File: src/hdl/pmfc_pkg.sv
// Package for the pixel mask format converter.
// Holds the pixel width constants, channel configuration types and mask helper functions.
// No dependencies.
`default_nettype none

package pmfc_pkg;

    // Pixel word width and the mask of bits that carry pixel data.
    localparam int PIXEL_BITS = 32;
    localparam int WORD_BITS  = 32;
    localparam logic [WORD_BITS-1:0] ALL_ONES  = {WORD_BITS{1'b1}};
    localparam logic [WORD_BITS-1:0] PIX_MASK  = ALL_ONES >> (WORD_BITS - PIXEL_BITS);

    // Channel count and the position of each channel in the register file.
    localparam int NUM_CHAN  = 4;
    localparam int NUM_REGS  = 2 * NUM_CHAN;
    localparam int IDX_BITS  = 8;
    localparam int POS_BITS  = 5;
    localparam int WID_BITS  = 6;

    typedef enum logic [1:0] {
        CHAN_RED   = 2'd0,
        CHAN_GREEN = 2'd1,
        CHAN_BLUE  = 2'd2,
        CHAN_ALPHA = 2'd3
    } chan_t;

    // Register indexes on the configuration port.
    typedef enum logic [IDX_BITS-1:0] {
        REG_SRC_RED   = 8'd0,
        REG_SRC_GREEN = 8'd1,
        REG_SRC_BLUE  = 8'd2,
        REG_SRC_ALPHA = 8'd3,
        REG_DST_RED   = 8'd4,
        REG_DST_GREEN = 8'd5,
        REG_DST_BLUE  = 8'd6,
        REG_DST_ALPHA = 8'd7
    } reg_idx_t;

    // Reset masks: 8 bits per channel, ARGB order.
    localparam logic [WORD_BITS-1:0] RST_RED   = 32'h00FF_0000;
    localparam logic [WORD_BITS-1:0] RST_GREEN = 32'h0000_FF00;
    localparam logic [WORD_BITS-1:0] RST_BLUE  = 32'h0000_00FF;
    localparam logic [WORD_BITS-1:0] RST_ALPHA = 32'hFF00_0000;

    // One channel's mask together with its lowest set bit and its set-bit count.
    typedef struct packed {
        logic [WORD_BITS-1:0] mask;
        logic [POS_BITS-1:0]  pos;
        logic [WID_BITS-1:0]  width;
    } chan_cfg_t;

    typedef chan_cfg_t [NUM_CHAN-1:0]          fmt_cfg_t;
    typedef logic [NUM_CHAN-1:0][WORD_BITS-1:0] chan_words_t;

    // Position of the lowest set bit; zero for an empty mask.
    function automatic logic [POS_BITS-1:0] mask_pos(input logic [WORD_BITS-1:0] m);
        logic [POS_BITS-1:0] p;
        p = '0;
        for (int i = WORD_BITS - 1; i >= 0; i--) begin
            if (m[i]) begin
                p = POS_BITS'(i);
            end
        end
        return p;
    endfunction

    // Number of set bits in the mask.
    function automatic logic [WID_BITS-1:0] mask_width(input logic [WORD_BITS-1:0] m);
        logic [WID_BITS-1:0] n;
        n = '0;
        for (int i = 0; i < WORD_BITS; i++) begin
            n = n + WID_BITS'(m[i]);
        end
        return n;
    endfunction

    // Full channel configuration for a mask.
    function automatic chan_cfg_t make_cfg(input logic [WORD_BITS-1:0] m);
        chan_cfg_t c;
        c.mask  = m;
        c.pos   = mask_pos(m);
        c.width = mask_width(m);
        return c;
    endfunction

endpackage

`default_nettype wire

File: src/hdl/pmfc_cfg.sv
// Configuration register file for the pixel mask format converter.
// Stores the eight channel masks with their derived positions and widths; uses pmfc_pkg.
`default_nettype none

module pmfc_cfg (
    input  wire logic                            aclk,
    input  wire logic                            aresetn,
    input  wire logic                            cfg_valid,
    output logic                                 cfg_ready,
    input  wire logic [pmfc_pkg::IDX_BITS-1:0]   cfg_index,
    input  wire logic [pmfc_pkg::WORD_BITS-1:0]  cfg_data,
    output pmfc_pkg::fmt_cfg_t                   src_cfg,
    output pmfc_pkg::fmt_cfg_t                   dst_cfg
);

    pmfc_pkg::fmt_cfg_t  src_cfg_reg;
    pmfc_pkg::fmt_cfg_t  dst_cfg_reg;
    pmfc_pkg::chan_cfg_t wr_cfg;
    logic                wr_en;

    // Position and width are worked out once, when the mask is written.
    assign cfg_ready = 1'b1;
    assign wr_en     = cfg_valid && cfg_ready;
    assign wr_cfg    = pmfc_pkg::make_cfg(cfg_data);

    // Register file; writes to indexes beyond the list are dropped.
    always_ff @(posedge aclk) begin
        if (!aresetn) begin
            src_cfg_reg[pmfc_pkg::CHAN_RED]   <= pmfc_pkg::make_cfg(pmfc_pkg::RST_RED);
            src_cfg_reg[pmfc_pkg::CHAN_GREEN] <= pmfc_pkg::make_cfg(pmfc_pkg::RST_GREEN);
            src_cfg_reg[pmfc_pkg::CHAN_BLUE]  <= pmfc_pkg::make_cfg(pmfc_pkg::RST_BLUE);
            src_cfg_reg[pmfc_pkg::CHAN_ALPHA] <= pmfc_pkg::make_cfg(pmfc_pkg::RST_ALPHA);
            dst_cfg_reg[pmfc_pkg::CHAN_RED]   <= pmfc_pkg::make_cfg(pmfc_pkg::RST_RED);
            dst_cfg_reg[pmfc_pkg::CHAN_GREEN] <= pmfc_pkg::make_cfg(pmfc_pkg::RST_GREEN);
            dst_cfg_reg[pmfc_pkg::CHAN_BLUE]  <= pmfc_pkg::make_cfg(pmfc_pkg::RST_BLUE);
            dst_cfg_reg[pmfc_pkg::CHAN_ALPHA] <= pmfc_pkg::make_cfg(pmfc_pkg::RST_ALPHA);
        end else if (wr_en) begin
            case (cfg_index)
                pmfc_pkg::REG_SRC_RED:   src_cfg_reg[pmfc_pkg::CHAN_RED]   <= wr_cfg;
                pmfc_pkg::REG_SRC_GREEN: src_cfg_reg[pmfc_pkg::CHAN_GREEN] <= wr_cfg;
                pmfc_pkg::REG_SRC_BLUE:  src_cfg_reg[pmfc_pkg::CHAN_BLUE]  <= wr_cfg;
                pmfc_pkg::REG_SRC_ALPHA: src_cfg_reg[pmfc_pkg::CHAN_ALPHA] <= wr_cfg;
                pmfc_pkg::REG_DST_RED:   dst_cfg_reg[pmfc_pkg::CHAN_RED]   <= wr_cfg;
                pmfc_pkg::REG_DST_GREEN: dst_cfg_reg[pmfc_pkg::CHAN_GREEN] <= wr_cfg;
                pmfc_pkg::REG_DST_BLUE:  dst_cfg_reg[pmfc_pkg::CHAN_BLUE]  <= wr_cfg;
                pmfc_pkg::REG_DST_ALPHA: dst_cfg_reg[pmfc_pkg::CHAN_ALPHA] <= wr_cfg;
                default: begin
                end
            endcase
        end
    end

    assign src_cfg = src_cfg_reg;
    assign dst_cfg = dst_cfg_reg;

endmodule

`default_nettype wire

File: src/hdl/pmfc_decode.sv
// Source side of the converter: two pipeline stages that extract each source
// channel and left-align it to a full word. Uses pmfc_pkg.
`default_nettype none

module pmfc_decode (
    input  wire logic                            aclk,
    input  wire logic                            aresetn,
    input  wire pmfc_pkg::fmt_cfg_t              src_cfg,
    input  wire logic                            in_valid,
    output logic                                 in_ready,
    input  wire logic [pmfc_pkg::WORD_BITS-1:0]  in_word,
    output logic                                 out_valid,
    input  wire logic                            out_ready,
    output pmfc_pkg::chan_words_t                out_aligned
);

    logic                  ext_valid_reg;
    logic                  aln_valid_reg;
    logic                  ext_ready;
    logic                  aln_ready;
    pmfc_pkg::chan_words_t ext_reg;
    pmfc_pkg::chan_words_t ext_next;
    pmfc_pkg::chan_words_t aln_reg;
    pmfc_pkg::chan_words_t aln_next;

    // A stage takes new data when it is empty or its content moves on.
    assign aln_ready = !aln_valid_reg || out_ready;
    assign ext_ready = !ext_valid_reg || aln_ready;
    assign in_ready  = ext_ready;

    // Stage one: shift each channel down to bit zero and keep its width.
    always_comb begin
        logic [pmfc_pkg::WORD_BITS-1:0] pix;
        pix = in_word & pmfc_pkg::PIX_MASK;
        for (int c = 0; c < pmfc_pkg::NUM_CHAN; c++) begin
            ext_next[c] = (pix >> src_cfg[c].pos) &
                          ~(pmfc_pkg::ALL_ONES << src_cfg[c].width);
        end
    end

    // Stage two: left-align, replicating a set low bit into the vacated bits.
    always_comb begin
        logic [pmfc_pkg::WID_BITS-1:0] sh;
        for (int c = 0; c < pmfc_pkg::NUM_CHAN; c++) begin
            sh = pmfc_pkg::WID_BITS'(pmfc_pkg::WORD_BITS) - src_cfg[c].width;
            if (src_cfg[c].width == '0) begin
                // A missing alpha is opaque; a missing color is zero.
                aln_next[c] = (c == int'(pmfc_pkg::CHAN_ALPHA)) ? pmfc_pkg::ALL_ONES : '0;
            end else if (ext_reg[c][0]) begin
                aln_next[c] = (ext_reg[c] << sh) | ~(pmfc_pkg::ALL_ONES << sh);
            end else begin
                aln_next[c] = ext_reg[c] << sh;
            end
        end
    end

    // Valid bits of both stages.
    always_ff @(posedge aclk) begin
        if (!aresetn) begin
            ext_valid_reg <= 1'b0;
            aln_valid_reg <= 1'b0;
        end else begin
            if (ext_ready) begin
                ext_valid_reg <= in_valid;
            end
            if (aln_ready) begin
                aln_valid_reg <= ext_valid_reg;
            end
        end
    end

    // Data registers load only with a valid transaction behind them.
    always_ff @(posedge aclk) begin
        if (ext_ready && in_valid) begin
            ext_reg <= ext_next;
        end
        if (aln_ready && ext_valid_reg) begin
            aln_reg <= aln_next;
        end
    end

    assign out_valid   = aln_valid_reg;
    assign out_aligned = aln_reg;

endmodule

`default_nettype wire

File: src/hdl/pmfc_encode.sv
// Destination side of the converter: two pipeline stages that take the top
// bits of each aligned channel and pack them at the destination masks. Uses pmfc_pkg.
`default_nettype none

module pmfc_encode (
    input  wire logic                            aclk,
    input  wire logic                            aresetn,
    input  wire pmfc_pkg::fmt_cfg_t              dst_cfg,
    input  wire logic                            in_valid,
    output logic                                 in_ready,
    input  wire pmfc_pkg::chan_words_t           in_aligned,
    output logic                                 out_valid,
    input  wire logic                            out_ready,
    output logic [pmfc_pkg::WORD_BITS-1:0]       out_word
);

    logic                           top_valid_reg;
    logic                           pack_valid_reg;
    logic                           top_ready;
    logic                           pack_ready;
    pmfc_pkg::chan_words_t          top_reg;
    pmfc_pkg::chan_words_t          top_next;
    logic [pmfc_pkg::WORD_BITS-1:0] pack_reg;
    logic [pmfc_pkg::WORD_BITS-1:0] pack_next;

    // The packing register is the output register of the block.
    assign pack_ready = !pack_valid_reg || out_ready;
    assign top_ready  = !top_valid_reg || pack_ready;
    assign in_ready   = top_ready;

    // Stage three: keep the top bits of each channel, right-justified.
    always_comb begin
        logic [pmfc_pkg::WID_BITS-1:0] sh;
        for (int c = 0; c < pmfc_pkg::NUM_CHAN; c++) begin
            sh          = pmfc_pkg::WID_BITS'(pmfc_pkg::WORD_BITS) - dst_cfg[c].width;
            top_next[c] = in_aligned[c] >> sh;
        end
    end

    // Stage four: place each channel, clip to its mask and merge.
    always_comb begin
        pack_next = '0;
        for (int c = 0; c < pmfc_pkg::NUM_CHAN; c++) begin
            pack_next = pack_next | ((top_reg[c] << dst_cfg[c].pos) & dst_cfg[c].mask);
        end
        pack_next = pack_next & pmfc_pkg::PIX_MASK;
    end

    // Valid bits of both stages.
    always_ff @(posedge aclk) begin
        if (!aresetn) begin
            top_valid_reg  <= 1'b0;
            pack_valid_reg <= 1'b0;
        end else begin
            if (top_ready) begin
                top_valid_reg <= in_valid;
            end
            if (pack_ready) begin
                pack_valid_reg <= top_valid_reg;
            end
        end
    end

    // Data registers.
    always_ff @(posedge aclk) begin
        if (top_ready && in_valid) begin
            top_reg <= top_next;
        end
        if (pack_ready && top_valid_reg) begin
            pack_reg <= pack_next;
        end
    end

    assign out_valid = pack_valid_reg;
    assign out_word  = pack_reg;

endmodule

`default_nettype wire

File: src/hdl/pixel_mask_format_converter.sv
// Pixel mask format converter: converts one packed pixel per clock between two
// RGBA layouts described by eight channel masks (source red, green, blue, alpha
// at indexes 0 to 3, destination at 4 to 7; reset is 8-bit ARGB on both sides).
// Each pixel passes four register stages (extract, align, select, pack), and a
// new pixel is taken every cycle while the output is drained; a stall on the
// result side fills the four stages before s_ready drops. Masks are written
// through the cfg port, which is always ready, and should only change while
// no pixel is in flight. A channel with a zero mask is absent: missing source
// alpha reads as opaque, other missing channels read as zero.
// Depends on pmfc_pkg, pmfc_cfg, pmfc_decode and pmfc_encode.
`default_nettype none

module pixel_mask_format_converter (
    input  wire logic                            aclk,
    input  wire logic                            aresetn,
    input  wire logic                            cfg_valid,
    output logic                                 cfg_ready,
    input  wire logic [pmfc_pkg::IDX_BITS-1:0]   cfg_index,
    input  wire logic [pmfc_pkg::WORD_BITS-1:0]  cfg_data,
    input  wire logic                            s_valid,
    output logic                                 s_ready,
    input  wire logic [pmfc_pkg::WORD_BITS-1:0]  s_source_pixel,
    output logic                                 m_valid,
    input  wire logic                            m_ready,
    output logic [pmfc_pkg::WORD_BITS-1:0]       m_converted_pixel
);

    pmfc_pkg::fmt_cfg_t    src_cfg;
    pmfc_pkg::fmt_cfg_t    dst_cfg;
    pmfc_pkg::chan_words_t aligned;
    logic                  mid_valid;
    logic                  mid_ready;
    logic [2:0]            occ_reg;
    logic [2:0]            occ_next;

    // Mask registers.
    pmfc_cfg u_cfg (
        .aclk      (aclk),
        .aresetn   (aresetn),
        .cfg_valid (cfg_valid),
        .cfg_ready (cfg_ready),
        .cfg_index (cfg_index),
        .cfg_data  (cfg_data),
        .src_cfg   (src_cfg),
        .dst_cfg   (dst_cfg)
    );

    // Source channel extraction and alignment.
    pmfc_decode u_decode (
        .aclk        (aclk),
        .aresetn     (aresetn),
        .src_cfg     (src_cfg),
        .in_valid    (s_valid),
        .in_ready    (s_ready),
        .in_word     (s_source_pixel),
        .out_valid   (mid_valid),
        .out_ready   (mid_ready),
        .out_aligned (aligned)
    );

    // Destination channel packing.
    pmfc_encode u_encode (
        .aclk       (aclk),
        .aresetn    (aresetn),
        .dst_cfg    (dst_cfg),
        .in_valid   (mid_valid),
        .in_ready   (mid_ready),
        .in_aligned (aligned),
        .out_valid  (m_valid),
        .out_ready  (m_ready),
        .out_word   (m_converted_pixel)
    );

    // Count of pixel transactions inside the pipeline.
    always_comb begin
        occ_next = occ_reg;
        if ((s_valid && s_ready) && !(m_valid && m_ready)) begin
            occ_next = occ_reg + 3'd1;
        end else if (!(s_valid && s_ready) && (m_valid && m_ready)) begin
            occ_next = occ_reg - 3'd1;
        end
    end

    always_ff @(posedge aclk) begin
        if (!aresetn) begin
            occ_reg <= '0;
        end else begin
            occ_reg <= occ_next;
        end
    end

    // The four stages never hold more than four pixels.
    a_occ_bound: assert property (@(posedge aclk) disable iff (!aresetn)
        occ_reg <= 3'd4)
        else $error("pipeline holds more than four pixels");

    // No result is offered while the pipeline is empty.
    a_empty_no_out: assert property (@(posedge aclk) disable iff (!aresetn)
        (occ_reg == 3'd0) |-> !m_valid)
        else $error("result offered with an empty pipeline");

    // Input back-pressure only comes from a stalled, full output.
    a_stall_cause: assert property (@(posedge aclk) disable iff (!aresetn)
        !s_ready |-> (m_valid && !m_ready && occ_reg == 3'd4))
        else $error("input stalled without a full, stalled pipeline");

    // Reset empties the pipeline.
    a_reset_empty: assert property (@(posedge aclk)
        $past(!aresetn) |-> (!m_valid && occ_reg == 3'd0))
        else $error("pipeline not empty after reset");

endmodule

`default_nettype wire

File: config.mk
export PLATFORM = sky130hd
export DESIGN_NAME = pixel_mask_format_converter
export DESIGN_NICKNAME = d
export VERILOG_FILES = /design/src/hdl/pmfc_pkg.sv /design/src/hdl/pmfc_cfg.sv /design/src/hdl/pmfc_decode.sv /design/src/hdl/pmfc_encode.sv /design/src/hdl/pixel_mask_format_converter.sv
export SDC_FILE = /design/constraint.sdc
export NUM_CORES = 2
export LEC_CHECK = 0
export ABC_AREA = 1
export BUFFER_PORTS_ARGS = -buffer_cell sky130_fd_sc_hd__buf_2
export CAP_MARGIN = 20
export CORE_ASPECT_RATIO = 1.5
export CORE_MARGIN = 4
export CORE_UTILIZATION = 40
export CTS_CLUSTER_SIZE = 12
export DETAILED_ROUTE_END_ITERATION = 8
export PLACE_DENSITY_LB_ADDON = 0.1
export SETUP_SLACK_MARGIN = 0.15
export SLEW_MARGIN = 0
export SYNTH_ARGS = -nofsm -noshare
export SYNTH_HDL_FRONTEND = slang
export SYNTH_SLANG_ARGS = --single-unit
File: constraint.sdc
create_clock -name aclk -period 7.6 [get_ports aclk]
set_input_delay 0.76 -clock aclk [delete_from_list [all_inputs] [get_ports aclk]]
set_output_delay 0.76 -clock aclk [all_outputs]
set_load 0.05 [all_outputs]
## Word-level counts from Yosys, hierarchy flattened

Index checks and enable logic that the tools add are counted.

| operators by class | value |
|---|---|
| reductions and logical operators | 25 |
| mux-type cells | 36 |
| equal/unequal tests | 7 |
| add/sub/neg operators | 39 |
| shift operators | 24 |
| bitwise operators | 23 |

Operators by type and width:

| cell | number |
|---|---|
| 32-bit bitwise AND | 8 |
| 32-bit inverter | 8 |
| 32-bit by 6-bit left shift with 32-bit output (first input constant) | 8 |
| 32-bit bitwise OR | 7 |
| 6-bit by 1-bit adder with 6-bit output | 30 |
| 5-bit two-way mux | 32 |
| 32-bit two-way mux | 4 |
| 32-bit by 5-bit left shift with 32-bit output | 4 |
| 32-bit by 6-bit left shift with 32-bit output | 4 |
| 32-bit by 5-bit >> shifter with 32-bit output | 4 |
| 32-bit by 6-bit >> shifter with 32-bit output | 4 |
| 6-bit subtractor (first input constant) | 8 |
| 8-bit by 3-bit == test with 1-bit output (second input constant) | 4 |
| 6-bit logical NOT | 4 |
| 8-bit by 2-bit == test with 1-bit output (second input constant) | 2 |
| 2-bit AND reduction | 8 |
| 8-bit by 1-bit == test with 1-bit output (second input constant) | 1 |
| 8-bit logical NOT | 1 |
| 1-bit logical AND | 4 |
| 1-bit logical NOT | 4 |
| 1-bit logical OR | 4 |
| 1-bit by 1-bit adder with 2-bit output | 1 |

| storage, ports and cells | value |
|---|---|
| bits in registers | 636 |

## Longest topological paths before layout

| logic depth | value |
|---|---|
| word-level depth | 32 |
| mapped depth | 33 |
| mapped depth without buffers | 33 |

## By module

A second synthesis with hierarchy kept.

| unflattened totals | value |
|---|---|
| cell total of the unflattened synthesis | 8421 |
| area total of the unflattened synthesis | 55928.6 µm² |

Modules (own cells, without submodules):

| module | times used | cells each | area each (µm²) |
|---|---|---|---|
| pmfc_decode | 1 | 3910 | 24748.7 |
| pmfc_encode | 1 | 3149 | 18621.6 |
| pmfc_cfg | 1 | 1362 | 12558.3 |

## Least setup slack after synthesis

No wires, ideal clock.

| timing | value |
|---|---|
| path type | in2reg |
| start point | in m_ready |
| end point | reg u_decode.ext_reg[0] in the netlist's numbering, enable pin |
| arrival | 6.486 ns |
| buffers on the path | 0 |
| slack | 0.494 ns |
| setup time | 0.620 ns |
| stages on the path | 8 |
| path through | nor2_1 > inv_1 > nor2_1 > inv_1 > nor2_1 > inv_1 > nor2_1 > nor2_1 |

| on the way | value |
|---|---|
| longest elaborated chain between the ends | 5 |

RTL lines:

| item | line | text |
|---|---|---|
| from (decl) | pixel_mask_format_converter.sv:24 | `input wire logic m_ready,` |
| 1-bit logical OR | pmfc_encode.sv:27 | `assign pack_ready = !pack_valid_reg \|\| out_ready;` |
| 1-bit logical OR | pmfc_encode.sv:28 | `assign top_ready = !top_valid_reg \|\| pack_ready;` |
| 1-bit logical OR | pmfc_decode.sv:27 | `assign aln_ready = !aln_valid_reg \|\| out_ready;` |
| 1-bit logical OR | pmfc_decode.sv:28 | `assign ext_ready = !ext_valid_reg \|\| aln_ready;` |
| 1-bit logical AND | pmfc_decode.sv:74 | `if (ext_ready && in_valid) begin` |
| to (signal assigned) | pmfc_decode.sv:75 | `ext_reg <= ext_next;` |
| to (decl) | pmfc_decode.sv:21 | `pmfc_pkg::chan_words_t ext_reg;` |

Every way passes these cells.
A chain may end at the register's enable or synchronous reset.

## Worst setup path in the final report

| timing | value |
|---|---|
| start point | in cfg_data[26] in the netlist's numbering |
| end point | reg u_cfg.src_cfg_reg (netlist bit u_cfg.src_cfg[90]) |

| on the way | value |
|---|---|
| longest elaborated chain between the ends | 6 |

RTL lines:

| item | line | text |
|---|---|---|
| from (decl) | pixel_mask_format_converter.sv:19 | `input wire logic [pmfc_pkg::WORD_BITS-1:0] cfg_data,` |
| 6-bit by 1-bit adder with 6-bit output (6 in series) | pmfc_pkg.sv:73 | `n = n + WID_BITS'(m[i]);` |
| to (signal, indexed assignment) | pmfc_cfg.sv:29 | `src_cfg_reg[pmfc_pkg::CHAN_RED] <= pmfc_pkg::make_cfg(pmfc_pkg::RST_RED);` |
| to (signal, indexed assignment) | pmfc_cfg.sv:30 | `src_cfg_reg[pmfc_pkg::CHAN_GREEN] <= pmfc_pkg::make_cfg(pmfc_pkg::RST_GREEN);` |
| to (signal, indexed assignment) | pmfc_cfg.sv:31 | `src_cfg_reg[pmfc_pkg::CHAN_BLUE] <= pmfc_pkg::make_cfg(pmfc_pkg::RST_BLUE);` |
| to (decl) | pmfc_cfg.sv:16 | `pmfc_pkg::fmt_cfg_t src_cfg_reg;` |

Every way passes these cells.

==> run metrics <==
outcome=completed; most frequent cells in the layout=nand2_1 (1928), o21ai_0 (880), nor2_1 (501); sequential area share after synthesis=a little over a third; FP Rows=around 160; largest net degree at the start of global routing=74; pwr/cell area=between 150 and 200 nW/um2; Synth Area per Inst=a little under 7 um2; via count=roughly 48000; Remaining DRCs=0; synth warn=0; Worst Hold Launch=cfg_data[28]; clock root cell=clkbuf_16; Pins Over Slew Limit=0; Setup TNS Final=0 ns; Setup CP Type=in -> reg; CP arrival=roughly 6 ns; FF-to-FF Start=u_cfg.src_cfg[43]; post-route minimum period=between 5 and 6 ns; Initial Util=40.2%; CTS clk-pin slew, worst paths=0.06 ns; layout net count=approximately 7000; Crit Path Max Fanout=8; die area=between 100000 and 150000 um2; Synth Register Bits=636; remaining global-route overflow=0; final instance area=51900 um2; clock sinks=approximately 640; vias in the first global route=approximately 45000; Net Sw Power=~0.0027 W; post-synth cell types=67; DR WL/cell=around 22 um; most common cell after layout, fill and taps aside=nand2_1; cts bufs inserted=68; CP startpoint=cfg_data[26]; Setup Fix Bufs, Post-CTS=0; io pins=between 100 and 150; # Max-Cap Violations=0; Async S/R FF share, synth=0%; worst path required time=8.13 ns; P&R area growth vs syn=7.18%; f_max=between 150 and 200 MHz; Largest register FFs=172; number of flops mapped to enable cells by yosys=between 400 and 500; RSZ-0062 raised after global routing=no; sw frac=between 30% and 40%; skew final=about 0.031 ns; DP Area=roughly 50000 um2; Core Box Area=around 120000 um2; Finished Layout Cells=around 8500; DIE WIDTH=292 um; Tcrit/Tclk final=approximately three quarters; layout cells sized above 1=under 10%; Clock Power Share=36.4%; Post-Syn Nets=about 7200; CTS tree=yes; Int Power=between 0.005 and 0.006 W; class of the worst hold path=in -> reg; Hold-fix buffers, CTS=0; first-pass GRT wire length=279000 um; Overall Global Routing Usage=around 28%; worst skew pair latency=between 0.6 and 0.7 ns; DRT Wirelength=about 190000 um; Placer Congestion=about 0.99; Main synth FF type=edfxtp_1; worst ir drop on vdd=around 0.00032 V; Post-Synthesis Cells=7084; Comb pwr share=between 10% and 20%; 1st-iter DRT viols=between 3000 and 4000; final setup vio count=0; Critical Path End Type=register; number of vias per cell=roughly 5.7; hpwl dp=147000 um; DR pass1 iterations=6; sequential share of power=a little over two fifths; endpoints failing hold=0; critical path launch point type=input pin; post-CTS resize count=0; Mapped Area=48400 um2; dpl cells=approximately 8400; worst slew pin tran=about 1.2 ns; PortBufs=110; antenna violations before repair=4; antenna viol nets, final=0; Die H=approximately 430 um; post-layout util=between 40 and 50%; Slew headroom=approximately 19%; Max clock buf depth=3; Leakage=21.1 nW; H-Tree Depth=3
[stage by stage]
| step | hold WS, ns | power (W) | setup slack, ns |
|---|---|---|---|
| 2_1_floorplan | 0.440 | 0.00492 | 0.494 |
| 3_3_place_gp | 0.455 | 0.00562 | 1.33 |
| 3_5_place_dp | 0.462 | 0.00561 | 1.30 |
| 4_1_cts | 0.377 | 0.00881 | 2.02 |
| 5_1_grt | 0.425 | 0.00912 | 1.68 |
| 6_report | 0.425 | 0.00873 | 1.96 |
[kinds of logic (layout without fill, tap and decap cells)]
family | count (synthesis) | after routing | synth area share [%]
other cells | 1 | 3 | 0.00775
compound gates | 2080 | 2080 | 24.2
flops | 636 | 636 | 34.9
simple gates | 3052 | 3052 | 25.6
xor+xnor | 21 | 21 | 0.411
buf+inv | 996 | 805 | 8.02
mux | 238 | 238 | 4.92
fa+ha+maj | 60 | 60 | 1.92
[worst paths after layout]
| kind | slack, ns | depth (start not counted) | endpoint |
|---|---|---|---|
| min reg2reg | 0.47 | 2 | u_decode.out_valid |
| max reg2reg | 2.90 | 12 | u_decode.out_aligned[41] |
| max | 1.96 | 18 | u_cfg.src_cfg[90] |
| min | 0.43 | 3 | u_cfg.dst_cfg[125] |
[worst max-delay path, cell delays in order]
cell	delay [ns]
buf_2	0.13
bufinv_16	0.19
fa_1	0.50
fa_1	0.53
inv_1	0.06
fa_1	0.48
inv_1	0.06
fa_1	0.56
fa_1	0.46
fa_1	0.51
inv_1	0.05
fa_1	0.41
fa_1	0.46
a21oi_1	0.16
nor2_1	0.05
nor2_1	0.11
xor2_1	0.54
a21oi_1	0.14
[layout make-up]
type                            count  area [um2]
Sequential cell                   636       16900
Multi-Input combinational cell   5452       27700
Clock buffer                      103        1900
Tap cell                         1580        1980
Timing Repair Buffer              200        1320
Fill cell                       12800       68500
Antenna cell                        2        5.00
Clock inverter                     16         134
Inverter                          486        1940
[power groups by stage]
stage               clock network (W)  registers [W]  logic, W
finish                        0.00318        0.00383   0.00173
global route                  0.00338        0.00384   0.00190
CTS                           0.00326        0.00383   0.00172
detailed placement                  0        0.00390   0.00171
global placement                    0        0.00390   0.00172
floorplan                           0        0.00390   0.00102
[synth_stat cells, types with 19 or more instances]
library cell	number	share of area, %
clkbuf_1	432	3.3
a221oi_1	31	0.56
nor2_1	507	3.9
o31ai_1	23	0.36
nand4_1	34	0.44
fa_1	24	0.99
nor3_1	37	0.38
o21ai_0	882	9.1
inv_2	81	0.63
dfxtp_1	220	9.1
buf_2	19	0.20
nand3_1	476	4.9
inv_1	389	3.0
o21ai_1	308	3.2
a21oi_1	370	3.8
ha_1	36	0.93
buf_1	57	0.44
nor4_1	19	0.25
a211oi_1	57	0.88
o211ai_1	182	2.8
o22ai_1	49	0.63
nand2_1	1928	15
edfxtp_1	416	26
a31oi_1	65	0.84
mux2i_1	238	4.9
[metal layers]
layer,GRT usage (%),share of wire (%),vias up
li1,-,-,24000
met1,31.6,38,22200
met2,51.1,50,1388
met3,2.60,3.7,420
met4,20.0,8.0,0
met5,0,0,-
(Power assumes the default switching activity.)
